### src/hw/rtl/mcg_pkg.sv
// Shared constants, types and pattern tables of the midpoint circle generator.
package mcg_pkg;

  localparam int COORD_BITS_DEF  = 16;
  localparam int RADIUS_BITS_DEF = 14;
  localparam int JOB_QUEUE_DEPTH = 2;

  localparam logic ACT_START = 1'b0;
  localparam logic ACT_STEP  = 1'b1;

  // Control part of one queued job.
  typedef struct packed {
    logic start;
    logic fill;
    logic done;
  } job_ctl_t;

  localparam int JOB_CTL_BITS = $bits(job_ctl_t);

  // How one result is formed from the center and the two offsets a and b.
  // With swap clear a is the x offset and b the y offset; with swap set they trade.
  typedef struct packed {
    logic swap;
    logic xs_neg;
    logic ys_neg;
    logic xe_neg;
    logic ye_neg;
  } pat_t;

  localparam logic [2:0] LAST_START_FILL = 3'd1;
  localparam logic [2:0] LAST_START_LINE = 3'd3;
  localparam logic [2:0] LAST_STEP_FILL  = 3'd3;
  localparam logic [2:0] LAST_STEP_LINE  = 3'd7;

  function automatic logic [2:0] last_index(input logic start, input logic fill);
    logic [2:0] idx;
    if (start) begin
      idx = fill ? LAST_START_FILL : LAST_START_LINE;
    end else begin
      idx = fill ? LAST_STEP_FILL : LAST_STEP_LINE;
    end
    return idx;
  endfunction

  function automatic pat_t pattern(input logic start, input logic fill, input logic [2:0] k);
    pat_t p;
    p = '0;
    if (start && fill) begin
      case (k)
        3'd0:    p = '{swap: 1'b0, xs_neg: 1'b0, ys_neg: 1'b0, xe_neg: 1'b1, ye_neg: 1'b0};
        default: p = '{swap: 1'b1, xs_neg: 1'b0, ys_neg: 1'b0, xe_neg: 1'b0, ye_neg: 1'b1};
      endcase
    end else if (start) begin
      case (k)
        3'd0:    p = '{swap: 1'b0, xs_neg: 1'b0, ys_neg: 1'b0, xe_neg: 1'b0, ye_neg: 1'b0};
        3'd1:    p = '{swap: 1'b0, xs_neg: 1'b1, ys_neg: 1'b0, xe_neg: 1'b1, ye_neg: 1'b0};
        3'd2:    p = '{swap: 1'b1, xs_neg: 1'b0, ys_neg: 1'b0, xe_neg: 1'b0, ye_neg: 1'b0};
        default: p = '{swap: 1'b1, xs_neg: 1'b0, ys_neg: 1'b1, xe_neg: 1'b0, ye_neg: 1'b1};
      endcase
    end else if (fill) begin
      case (k)
        3'd0:    p = '{swap: 1'b0, xs_neg: 1'b0, ys_neg: 1'b0, xe_neg: 1'b1, ye_neg: 1'b0};
        3'd1:    p = '{swap: 1'b0, xs_neg: 1'b0, ys_neg: 1'b1, xe_neg: 1'b1, ye_neg: 1'b1};
        3'd2:    p = '{swap: 1'b1, xs_neg: 1'b1, ys_neg: 1'b1, xe_neg: 1'b0, ye_neg: 1'b1};
        default: p = '{swap: 1'b1, xs_neg: 1'b1, ys_neg: 1'b0, xe_neg: 1'b0, ye_neg: 1'b0};
      endcase
    end else begin
      case (k)
        3'd0:    p = '{swap: 1'b0, xs_neg: 1'b0, ys_neg: 1'b0, xe_neg: 1'b0, ye_neg: 1'b0};
        3'd1:    p = '{swap: 1'b0, xs_neg: 1'b1, ys_neg: 1'b0, xe_neg: 1'b1, ye_neg: 1'b0};
        3'd2:    p = '{swap: 1'b0, xs_neg: 1'b0, ys_neg: 1'b1, xe_neg: 1'b0, ye_neg: 1'b1};
        3'd3:    p = '{swap: 1'b0, xs_neg: 1'b1, ys_neg: 1'b1, xe_neg: 1'b1, ye_neg: 1'b1};
        3'd4:    p = '{swap: 1'b1, xs_neg: 1'b1, ys_neg: 1'b1, xe_neg: 1'b1, ye_neg: 1'b1};
        3'd5:    p = '{swap: 1'b1, xs_neg: 1'b0, ys_neg: 1'b1, xe_neg: 1'b0, ye_neg: 1'b1};
        3'd6:    p = '{swap: 1'b1, xs_neg: 1'b1, ys_neg: 1'b0, xe_neg: 1'b1, ye_neg: 1'b0};
        default: p = '{swap: 1'b1, xs_neg: 1'b0, ys_neg: 1'b0, xe_neg: 1'b0, ye_neg: 1'b0};
      endcase
    end
    return p;
  endfunction

endpackage

### src/hw/rtl/mcg_in_if.sv
// Command channel of the midpoint circle generator.
interface mcg_in_if #(
  parameter int COORD_BITS  = 16,
  parameter int RADIUS_BITS = 14
);
  logic                          valid;
  logic                          ready;
  logic                          action;
  logic signed [COORD_BITS-1:0]  center_x;
  logic signed [COORD_BITS-1:0]  center_y;
  logic        [RADIUS_BITS-1:0] radius;
  logic                          fill;

  modport source (output valid, action, center_x, center_y, radius, fill, input ready);
  modport sink   (input valid, action, center_x, center_y, radius, fill, output ready);
endinterface

### src/hw/rtl/mcg_out_if.sv
// Result channel of the midpoint circle generator.
interface mcg_out_if #(
  parameter int COORD_BITS = 16
);
  logic                       valid;
  logic                       ready;
  logic signed [COORD_BITS:0] x_start;
  logic signed [COORD_BITS:0] y_start;
  logic signed [COORD_BITS:0] x_end;
  logic signed [COORD_BITS:0] y_end;
  logic                       last_of_item;
  logic                       circle_done;

  modport source (output valid, x_start, y_start, x_end, y_end, last_of_item, circle_done,
                  input ready);
  modport sink   (input valid, x_start, y_start, x_end, y_end, last_of_item, circle_done,
                  output ready);
endinterface

### src/hw/rtl/mcg_front.sv
// Front end: accepts commands, runs the midpoint decision update and queues jobs.
module mcg_front #(
  parameter int COORD_BITS  = 16,
  parameter int RADIUS_BITS = 14
) (
  input  logic                   clk,
  input  logic                   rst,
  mcg_in_if.sink                 cmd,
  input  logic                   queue_full,
  output logic                   push,
  output mcg_pkg::job_ctl_t      job_ctl,
  output logic [COORD_BITS-1:0]  job_cx,
  output logic [COORD_BITS-1:0]  job_cy,
  output logic [RADIUS_BITS-1:0] job_a,
  output logic [RADIUS_BITS-1:0] job_b
);
  import mcg_pkg::*;

  localparam int DEC_BITS   = RADIUS_BITS + 4;
  localparam int DELTA_BITS = RADIUS_BITS + 3;

  logic                         active;
  logic                         fill_mode;
  logic [COORD_BITS-1:0]        center_x_reg;
  logic [COORD_BITS-1:0]        center_y_reg;
  logic [RADIUS_BITS-1:0]       step_x;
  logic [RADIUS_BITS-1:0]       step_y;
  logic signed [DEC_BITS-1:0]   decision;
  logic signed [DELTA_BITS-1:0] delta_x;
  logic signed [DELTA_BITS-1:0] delta_y;

  logic                         accept;
  logic                         is_start;
  logic                         dec_pos;
  logic [RADIUS_BITS-1:0]       step_x_next;
  logic [RADIUS_BITS-1:0]       step_y_next;
  logic signed [DELTA_BITS-1:0] delta_x_next;
  logic signed [DELTA_BITS-1:0] delta_y_next;
  logic signed [DEC_BITS-1:0]   decision_next;
  logic signed [DEC_BITS-1:0]   dy_term;
  logic signed [DEC_BITS-1:0]   r_ext;
  logic                         step_done;
  logic                         radius_zero;

  assign cmd.ready = !queue_full;
  assign accept    = cmd.valid && cmd.ready;
  assign is_start  = (cmd.action == ACT_START);

  assign dec_pos      = (decision > 0);
  assign step_x_next  = step_x + 1'b1;
  assign step_y_next  = dec_pos ? step_y - 1'b1 : step_y;
  assign delta_x_next = delta_x + DELTA_BITS'(2);
  assign delta_y_next = dec_pos ? delta_y + DELTA_BITS'(2) : delta_y;
  assign dy_term      = dec_pos ? DEC_BITS'(delta_y_next) : '0;
  assign decision_next = decision + dy_term + DEC_BITS'(delta_x_next) + DEC_BITS'(1);
  assign step_done    = (step_x_next >= step_y_next);

  assign r_ext       = DEC_BITS'({1'b0, cmd.radius});
  assign radius_zero = (cmd.radius == '0);

  // A step with no circle running is swallowed without a job.
  assign push = accept && (is_start || active);

  always_comb begin
    job_ctl.start = is_start;
    job_ctl.fill  = is_start ? cmd.fill : fill_mode;
    job_ctl.done  = is_start ? radius_zero : step_done;
    job_cx        = is_start ? cmd.center_x : center_x_reg;
    job_cy        = is_start ? cmd.center_y : center_y_reg;
    job_a         = is_start ? cmd.radius : step_x_next;
    job_b         = is_start ? '0 : step_y_next;
  end

  always_ff @(posedge clk) begin
    if (rst) begin
      active       <= 1'b0;
      fill_mode    <= 1'b0;
      center_x_reg <= '0;
      center_y_reg <= '0;
      step_x       <= '0;
      step_y       <= '0;
      decision     <= '0;
      delta_x      <= '0;
      delta_y      <= '0;
    end else if (accept) begin
      if (is_start) begin
        active       <= !radius_zero;
        fill_mode    <= cmd.fill;
        center_x_reg <= cmd.center_x;
        center_y_reg <= cmd.center_y;
        step_x       <= '0;
        step_y       <= cmd.radius;
        decision     <= DEC_BITS'(1) - r_ext;
        delta_x      <= '0;
        delta_y      <= -DELTA_BITS'({1'b0, cmd.radius, 1'b0});
      end else if (active) begin
        active   <= !step_done;
        step_x   <= step_x_next;
        step_y   <= step_y_next;
        decision <= decision_next;
        delta_x  <= delta_x_next;
        delta_y  <= delta_y_next;
      end
    end
  end

endmodule

### src/hw/rtl/mcg_queue.sv
// Small flip-flop job queue between the front and back ends.
module mcg_queue #(
  parameter int WIDTH = 8,
  parameter int DEPTH = 2
) (
  input  logic             clk,
  input  logic             rst,
  input  logic             push,
  input  logic [WIDTH-1:0] push_data,
  input  logic             pop,
  output logic [WIDTH-1:0] head,
  output logic             empty,
  output logic             full
);
  localparam int PTR_BITS = (DEPTH > 1) ? $clog2(DEPTH) : 1;
  localparam int CNT_BITS = $clog2(DEPTH + 1);

  logic [WIDTH-1:0]    entries [DEPTH];
  logic [PTR_BITS-1:0] wr_ptr;
  logic [PTR_BITS-1:0] rd_ptr;
  logic [CNT_BITS-1:0] count;

  assign empty = (count == '0);
  assign full  = (count == CNT_BITS'(DEPTH));
  assign head  = entries[rd_ptr];

  function automatic logic [PTR_BITS-1:0] ptr_inc(input logic [PTR_BITS-1:0] p);
    logic [PTR_BITS-1:0] n;
    n = (p == PTR_BITS'(DEPTH - 1)) ? '0 : p + 1'b1;
    return n;
  endfunction

  always_ff @(posedge clk) begin
    if (push && !full) begin
      entries[wr_ptr] <= push_data;
    end
  end

  always_ff @(posedge clk) begin
    if (rst) begin
      wr_ptr <= '0;
      rd_ptr <= '0;
      count  <= '0;
    end else begin
      if (push && !full) begin
        wr_ptr <= ptr_inc(wr_ptr);
      end
      if (pop && !empty) begin
        rd_ptr <= ptr_inc(rd_ptr);
      end
      case ({push && !full, pop && !empty})
        2'b10:   count <= count + 1'b1;
        2'b01:   count <= count - 1'b1;
        default: count <= count;
      endcase
    end
  end

endmodule

### src/hw/rtl/mcg_back.sv
// Back end: expands each queued job into mirrored points or spans, one per cycle unless stalled.
module mcg_back #(
  parameter int COORD_BITS  = 16,
  parameter int RADIUS_BITS = 14
) (
  input  logic                   clk,
  input  logic                   rst,
  input  logic                   job_valid,
  input  mcg_pkg::job_ctl_t      job_ctl,
  input  logic [COORD_BITS-1:0]  job_cx,
  input  logic [COORD_BITS-1:0]  job_cy,
  input  logic [RADIUS_BITS-1:0] job_a,
  input  logic [RADIUS_BITS-1:0] job_b,
  output logic                   pop,
  mcg_out_if.source              pixel
);
  import mcg_pkg::*;

  localparam int SUM_BITS = ((COORD_BITS > RADIUS_BITS) ? COORD_BITS : RADIUS_BITS) + 2;

  logic [2:0]            k;
  logic                  load;
  logic                  is_last;
  pat_t                  pat;
  logic [SUM_BITS-1:0]   cx_ext;
  logic [SUM_BITS-1:0]   cy_ext;
  logic [SUM_BITS-1:0]   off_x;
  logic [SUM_BITS-1:0]   off_y;
  logic [SUM_BITS-1:0]   xs_sum;
  logic [SUM_BITS-1:0]   ys_sum;
  logic [SUM_BITS-1:0]   xe_sum;
  logic [SUM_BITS-1:0]   ye_sum;

  assign load    = job_valid && (!pixel.valid || pixel.ready);
  assign is_last = (k == last_index(job_ctl.start, job_ctl.fill));
  assign pop     = load && is_last;
  assign pat     = pattern(job_ctl.start, job_ctl.fill, k);

  assign cx_ext = {{(SUM_BITS-COORD_BITS){job_cx[COORD_BITS-1]}}, job_cx};
  assign cy_ext = {{(SUM_BITS-COORD_BITS){job_cy[COORD_BITS-1]}}, job_cy};
  assign off_x  = {{(SUM_BITS-RADIUS_BITS){1'b0}}, (pat.swap ? job_b : job_a)};
  assign off_y  = {{(SUM_BITS-RADIUS_BITS){1'b0}}, (pat.swap ? job_a : job_b)};

  assign xs_sum = pat.xs_neg ? cx_ext - off_x : cx_ext + off_x;
  assign ys_sum = pat.ys_neg ? cy_ext - off_y : cy_ext + off_y;
  assign xe_sum = pat.xe_neg ? cx_ext - off_x : cx_ext + off_x;
  assign ye_sum = pat.ye_neg ? cy_ext - off_y : cy_ext + off_y;

  always_ff @(posedge clk) begin
    if (rst) begin
      k           <= '0;
      pixel.valid <= 1'b0;
    end else begin
      if (load) begin
        k           <= is_last ? '0 : k + 1'b1;
        pixel.valid <= 1'b1;
      end else if (pixel.ready) begin
        pixel.valid <= 1'b0;
      end
    end
  end

  always_ff @(posedge clk) begin
    if (load) begin
      pixel.x_start      <= xs_sum[COORD_BITS:0];
      pixel.y_start      <= ys_sum[COORD_BITS:0];
      pixel.x_end        <= xe_sum[COORD_BITS:0];
      pixel.y_end        <= ye_sum[COORD_BITS:0];
      pixel.last_of_item <= is_last;
      pixel.circle_done  <= job_ctl.done;
    end
  end

endmodule

### src/hw/rtl/midpoint_circle_generator.sv
// An item's first result passes the job queue, then the back end's output register.
// One result per cycle while the receiver is ready; a step item gives 8 results (4 in
// fill mode) and a start item 4 (2 in fill mode).
// Commands are taken every cycle while the two-entry job queue has room.
// Reset (synchronous, active high) clears the circle state, the queue and the output.
module midpoint_circle_generator #(
  parameter int COORD_BITS  = mcg_pkg::COORD_BITS_DEF,
  parameter int RADIUS_BITS = mcg_pkg::RADIUS_BITS_DEF
) (
  input  logic      clk,
  input  logic      rst,
  mcg_in_if.sink    cmd,
  mcg_out_if.source pixel
);
  import mcg_pkg::*;

  localparam int JOB_BITS = JOB_CTL_BITS + 2 * COORD_BITS + 2 * RADIUS_BITS;

  logic                   push;
  logic                   pop;
  logic                   q_full;
  logic                   q_empty;
  job_ctl_t               f_ctl;
  logic [COORD_BITS-1:0]  f_cx;
  logic [COORD_BITS-1:0]  f_cy;
  logic [RADIUS_BITS-1:0] f_a;
  logic [RADIUS_BITS-1:0] f_b;
  logic [JOB_BITS-1:0]    q_head;
  job_ctl_t               b_ctl;
  logic [COORD_BITS-1:0]  b_cx;
  logic [COORD_BITS-1:0]  b_cy;
  logic [RADIUS_BITS-1:0] b_a;
  logic [RADIUS_BITS-1:0] b_b;

  mcg_front #(
    .COORD_BITS (COORD_BITS),
    .RADIUS_BITS(RADIUS_BITS)
  ) u_front (
    .clk       (clk),
    .rst       (rst),
    .cmd       (cmd),
    .queue_full(q_full),
    .push      (push),
    .job_ctl   (f_ctl),
    .job_cx    (f_cx),
    .job_cy    (f_cy),
    .job_a     (f_a),
    .job_b     (f_b)
  );

  mcg_queue #(
    .WIDTH(JOB_BITS),
    .DEPTH(JOB_QUEUE_DEPTH)
  ) u_queue (
    .clk      (clk),
    .rst      (rst),
    .push     (push),
    .push_data({f_ctl, f_cx, f_cy, f_a, f_b}),
    .pop      (pop),
    .head     (q_head),
    .empty    (q_empty),
    .full     (q_full)
  );

  assign {b_ctl, b_cx, b_cy, b_a, b_b} = q_head;

  mcg_back #(
    .COORD_BITS (COORD_BITS),
    .RADIUS_BITS(RADIUS_BITS)
  ) u_back (
    .clk      (clk),
    .rst      (rst),
    .job_valid(!q_empty),
    .job_ctl  (b_ctl),
    .job_cx   (b_cx),
    .job_cy   (b_cy),
    .job_a    (b_a),
    .job_b    (b_b),
    .pop      (pop),
    .pixel    (pixel)
  );

endmodule

### src/flat_wrapper.sv
// flat-port wrapper written by rule: the top's interface ports become plain ports
module midpoint_circle_generator_flat import mcg_pkg::*;
#(
  parameter int COORD_BITS  = mcg_pkg::COORD_BITS_DEF,
  parameter int RADIUS_BITS = mcg_pkg::RADIUS_BITS_DEF
)
  (clk, rst, cmd_valid, cmd_action, cmd_center_x, cmd_center_y, cmd_radius, cmd_fill, cmd_ready, pixel_valid, pixel_x_start, pixel_y_start, pixel_x_end, pixel_y_end, pixel_last_of_item, pixel_circle_done, pixel_ready);
  mcg_in_if #(.COORD_BITS(COORD_BITS), .RADIUS_BITS(RADIUS_BITS)) cmd_i ();
  mcg_out_if #(.COORD_BITS(COORD_BITS)) pixel_i ();
  input  logic clk;
  input  logic rst;
  input wire logic [$bits(cmd_i.valid)-1:0] cmd_valid;
  input wire logic [$bits(cmd_i.action)-1:0] cmd_action;
  input wire logic [$bits(cmd_i.center_x)-1:0] cmd_center_x;
  input wire logic [$bits(cmd_i.center_y)-1:0] cmd_center_y;
  input wire logic [$bits(cmd_i.radius)-1:0] cmd_radius;
  input wire logic [$bits(cmd_i.fill)-1:0] cmd_fill;
  output wire logic [$bits(cmd_i.ready)-1:0] cmd_ready;
  output wire logic [$bits(pixel_i.valid)-1:0] pixel_valid;
  output wire logic [$bits(pixel_i.x_start)-1:0] pixel_x_start;
  output wire logic [$bits(pixel_i.y_start)-1:0] pixel_y_start;
  output wire logic [$bits(pixel_i.x_end)-1:0] pixel_x_end;
  output wire logic [$bits(pixel_i.y_end)-1:0] pixel_y_end;
  output wire logic [$bits(pixel_i.last_of_item)-1:0] pixel_last_of_item;
  output wire logic [$bits(pixel_i.circle_done)-1:0] pixel_circle_done;
  input wire logic [$bits(pixel_i.ready)-1:0] pixel_ready;
  assign cmd_i.valid = cmd_valid;
  assign cmd_i.action = cmd_action;
  assign cmd_i.center_x = cmd_center_x;
  assign cmd_i.center_y = cmd_center_y;
  assign cmd_i.radius = cmd_radius;
  assign cmd_i.fill = cmd_fill;
  assign cmd_ready = cmd_i.ready;
  assign pixel_valid = pixel_i.valid;
  assign pixel_x_start = pixel_i.x_start;
  assign pixel_y_start = pixel_i.y_start;
  assign pixel_x_end = pixel_i.x_end;
  assign pixel_y_end = pixel_i.y_end;
  assign pixel_last_of_item = pixel_i.last_of_item;
  assign pixel_circle_done = pixel_i.circle_done;
  assign pixel_i.ready = pixel_ready;
  midpoint_circle_generator #(.COORD_BITS(COORD_BITS), .RADIUS_BITS(RADIUS_BITS)) u_core (.clk(clk), .rst(rst), .cmd(cmd_i), .pixel(pixel_i));
endmodule
### config.mk
export PLATFORM = sky130hd
export DESIGN_NAME = midpoint_circle_generator_flat
export DESIGN_NICKNAME = d
export VERILOG_FILES = /design/src/hw/rtl/mcg_pkg.sv /design/src/hw/rtl/mcg_in_if.sv /design/src/hw/rtl/mcg_out_if.sv /design/src/hw/rtl/mcg_front.sv /design/src/hw/rtl/mcg_queue.sv /design/src/hw/rtl/mcg_back.sv /design/src/hw/rtl/midpoint_circle_generator.sv /design/src/flat_wrapper.sv
export SDC_FILE = /design/constraint.sdc
export NUM_CORES = 1
export LEC_CHECK = 0
export BUFFER_PORTS_ARGS = -buffer_cell sky130_fd_sc_hd__buf_2
export CORE_MARGIN = 2
export CORE_UTILIZATION = 30
export CTS_CLUSTER_SIZE = 40
export DETAILED_ROUTE_END_ITERATION = 10
export PLACE_DENSITY = 0.48
export SLEW_MARGIN = 10
export SYNTH_ARGS = -nofsm -noshare
export SYNTH_HDL_FRONTEND = slang
export SYNTH_SLANG_ARGS = --single-unit
### constraint.sdc
create_clock -name clk -period 6.4 [get_ports clk]
set_input_delay 0.32 -clock clk [delete_from_list [all_inputs] [get_ports clk]]
set_output_delay 0.32 -clock clk [all_outputs]
set_load 0.01 [all_outputs]
==> flow_metrics.py <==
metrics = {
    "die": {
        "row_count": 92,
        "die_y_um": 257,
        "start_util_pct": 30.4,
        "die_x_um": 257,
        "core_area_um2": 63200,
        "dieArea_um2": 66000,
        "io_pins": 124,
    },
    "worst_setup_path": {
        "critPathLaunchType": "register",
        "cp_top_family": "compound AO/OA/AOI/OAI gates",
        "critPathCaptureType": "register",
        "cpMaxStageDelayCell": "a221oi_1",
        "max_stage_delay_ns": 0.51,
        "crit_chain": "inv_1, ha_1, nor4_1, o21ai_0, nand2_1, o21ai_0, a21oi_2, buf_4, mux4_2, ha_1, inv_1, fa_1, nand2b_1, a221oi_1, o211ai_1, a31o_2, o21ba_2, or3_1, a21oi_1, a21oi_1",
        "crit_type": "register to register",
        "critPathArrivalTime_ns": 5.26,
        "crit_required_ns": 6.71,
        "critPathMaxFanout": 28,
        "cp.buffers_inverters": 3,
    },
    "power_and_ir_drop": {
        "p_int_w": 0.00463,
        "p_clk_share_pct": 32.6,
        "cellPowerDensity_nw_per_um2": 316,
        "max-vdd-ir-drop_mv": 0.165,
        "leakage_nw": 8.44,
        "switching_share_pct": 33.0,
        "power_frac_seq_pct": 36.9,
        "p_sw_w": 0.00228,
        "p_comb_share_pct": 30.5,
    },
    "global_routing": {
        "grt_pass1_vias": 14400,
        "grt_max_degree": 73,
        "antenna_found_initial": 3,
        "grt-ovfl-total": 0,
        "grt_use_total_pct": 15.6,
        "grt_pass1_wl_mm": 82.0,
    },
    "sta": {
        "layout_min_cycle_time_ns": 4.95,
        "slew_viol_final": 0,
        "fin_setup_tns_ns": 0,
        "finClkSkew_ns": 0.0315,
        "hold_violations": 0,
        "slew_headroom_pct": 16.2,
        "post-route-period-util_pct": 77.3,
        "worstMarginPinSlew_ns": 1.24,
        "setup_viol": 0,
        "rsz0062_at_grt": "no",
        "fmax_mhz": 202,
        "whs_ns": 0.0716,
    },
    "synth": {
        "synth_area_um2": 19200,
        "ys.flop_type": "edfxtp_1",
        "synth_fp_nets": 2148,
        "seq_area_frac_synth_pct": 43.0,
        "yosys_warnings": 0,
        "synth_largest_area_cell": "edfxtp_1",
        "ys_seq_elements": 315,
        "syn-instance-count": 1975,
        "synth_edf_count": 194,
        "async_reset_ff_share_pct": 0,
        "synthTopCellsByArea": "edfxtp_1 30%, dfxtp_1 13%, ha_1 6.5%",
        "synth.distinct_cells": 83,
        "synth.top_cell.area_share_pct": 30.4,
        "syn_avg_cell_area_um2": 9.72,
    },
    "route": {
        "wl_mm": 51.9,
        "via_per_inst": 4.95,
        "initialDrtViolationCount": 829,
        "dr_wl_met3_mm": 2.09,
        "vias": 14500,
        "drt_pass1_iterations": 5,
        "wire_per_inst_um": 17.8,
        "m1WireLength_mm": 24.0,
        "antenna_left": 0,
        "highest_layer": "met5",
        "drc": 0,
        "wl_met2_mm": 24.7,
    },
    "placement": {
        "gp_congestion": 0.864,
        "dp_hpwl_mm": 36.3,
        "portBuffers": 123,
    },
    "status": {
        "outcome": "complete, no violations",
    },
    "cts": {
        "cts_tree": "done",
        "cts_max_level": 2,
        "cts.sinks": 315,
        "cts_buffers": 38,
        "holdBufCountCts": 0,
        "clk_latency_ns": 0.58,
        "cts-root-buf": "clkbuf_16",
        "clock_path_buffers": 3,
        "cts_setup_buffers": 0,
        "cts_resized": 0,
        "clk_pin_slew_ns": 0.06,
    },
    "cells_and_area": {
        "largestRegisters": "u_core.u_queue.entries: 126 flops, u_core.u_front.decision: 18 flops",
        "fill_cells": 6367,
        "largest-register": "u_core.u_queue.entries",
        "largest_register_ffs": 126,
        "layout-drive-gt1-share_pct": 16.1,
        "area_growth_pct": 14.0,
        "layout.nets": 2217,
    },
    "run": {
        "maxCapViolations": 0,
    },
    "hold_path": {
        "worstHoldPathType": "primary input to register",
    },
}
-- path summary, 6_finish.rpt --
check | startpoint | to | slack (ns) | cells after the start
worst max-delay path | u_core.u_back.k[0] | u_core.u_back.pixel.y_start[16] | 1.45 | 20
worst min-delay path | pixel_ready | u_core.u_back.pixel.valid | 0.07 | 3
worst max register to register | u_core.u_back.k[0] | u_core.u_back.pixel.y_start[16] | 1.45 | 20
worst min register to register | u_core.u_front.center_y_reg[5] | u_core.u_front.center_y_reg[5] | 0.45 | 2
-- synth_stat cells (all sizes together) (4+ instances only) --
| cell type | number |
|---|---|
| a211oi | 30 |
| a21o | 15 |
| a21oi | 183 |
| a221oi | 7 |
| a22oi | 13 |
| a31o | 4 |
| a31oi | 8 |
| and2 | 7 |
| and3 | 13 |
| and4 | 6 |
| buf | 33 |
| clkbuf | 80 |
| dfxtp | 121 |
| edfxtp | 194 |
| fa | 21 |
| ha | 100 |
| inv | 139 |
| mux2 | 67 |
| mux2i | 36 |
| mux4 | 28 |
| nand2 | 201 |
| nand2b | 17 |
| nand3 | 33 |
| nand3b | 5 |
| nand4 | 7 |
| nor2 | 201 |
| nor2b | 7 |
| nor3 | 47 |
| nor4 | 7 |
| o21a | 6 |
| o21ai | 87 |
| o21bai | 15 |
| o22ai | 10 |
| o31ai | 4 |
| o32ai | 13 |
| or3 | 12 |
| or4 | 5 |
| xnor2 | 92 |
| xor2 | 56 |
-- layout make-up --
type | count | area, um^2 | share of cell area [%]
Sequential cell | 315 | 8250 | 37.7
Tap cell | 846 | 1060 | 4.84
Multi-Input combinational cell | 1407 | 9980 | 45.6
Inverter | 140 | 526 | 2.40
Antenna cell | 1 | 2.50 | 0.0114
Clock buffer | 49 | 1070 | 4.91
Timing Repair Buffer | 142 | 763 | 3.49
Clock inverter | 21 | 231 | 1.06
-- through the flow --
step | util [%] | setup slack, ns | std cells | cell area (um^2) | total power [W]
6_report | 34.6 | 1.45 | 2921 | 21900 | 0.00691
5_1_grt | 34.6 | 1.04 | 2921 | 21900 | 0.00734
4_1_cts | 34.6 | 1.52 | 2920 | 21900 | 0.00701
3_5_place_dp | 32.6 | 1.52 | 2850 | 20600 | 0.00471
3_3_place_gp | 32.6 | 1.56 | 2850 | 20600 | 0.00469
2_1_floorplan | - | 1.64 | 1975 | 19200 | 0.00411
-- worst min-delay path, cell delays in order --
cell      delay (ns)
buf_2           0.07
nand2b_1        0.11
a21oi_1         0.06
-- per-layer routing --
layer  vias to the layer above  global-route usage (%)
met5                         -                       0
met4                         4                    4.33
met3                        76                    2.30
met2                       301                    26.3
met1                      6978                    20.8
li1                       7108                       -
-- cells in the final DEF (no fill, tap or decap), types with 12 or more instances in the layout --
cell / instances
nor2_1: 200
mux2i_1: 34
nand3_1: 33
buf_4: 21
mux4_2: 28
dfxtp_1: 120
o21ai_0: 82
a21oi_1: 180
ha_1: 100
xnor2_1: 92
and3_1: 12
a21o_1: 15
mux2_2: 67
edfxtp_1: 194
xor2_1: 56
o21bai_1: 15
a22oi_1: 13
nand2b_1: 17
buf_2: 121
nand2_1: 201
inv_1: 137
o32ai_1: 12
a211oi_1: 29
clkbuf_16: 39
fa_1: 21
nor3_1: 46
-- logic make-up after synthesis --
family | Yosys count | synth area share [%]
AO/OA/AOI/OAI | 428 | 13.7
XOR/XNOR | 148 | 6.75
adder cells (fa/ha/maj) | 121 | 8.71
buffers and inverters | 253 | 5.23
flip-flops | 315 | 43.0
multiplexers | 131 | 9.18
other | 2 | 0.0391
AND/OR/NAND/NOR | 577 | 13.4
-- power by group through the flow --
stage	clock [W]	sequential (W)	combinational [W]
2_1_floorplan	0	0.00263	0.00148
3_3_place_gp	0	0.00259	0.00210
3_5_place_dp	0	0.00259	0.00212
4_1_cts	0.00233	0.00255	0.00213
5_1_grt	0.00241	0.00257	0.00236
6_report	0.00225	0.00255	0.00211
No activity file was read; power rests on OpenSTA's default activity.
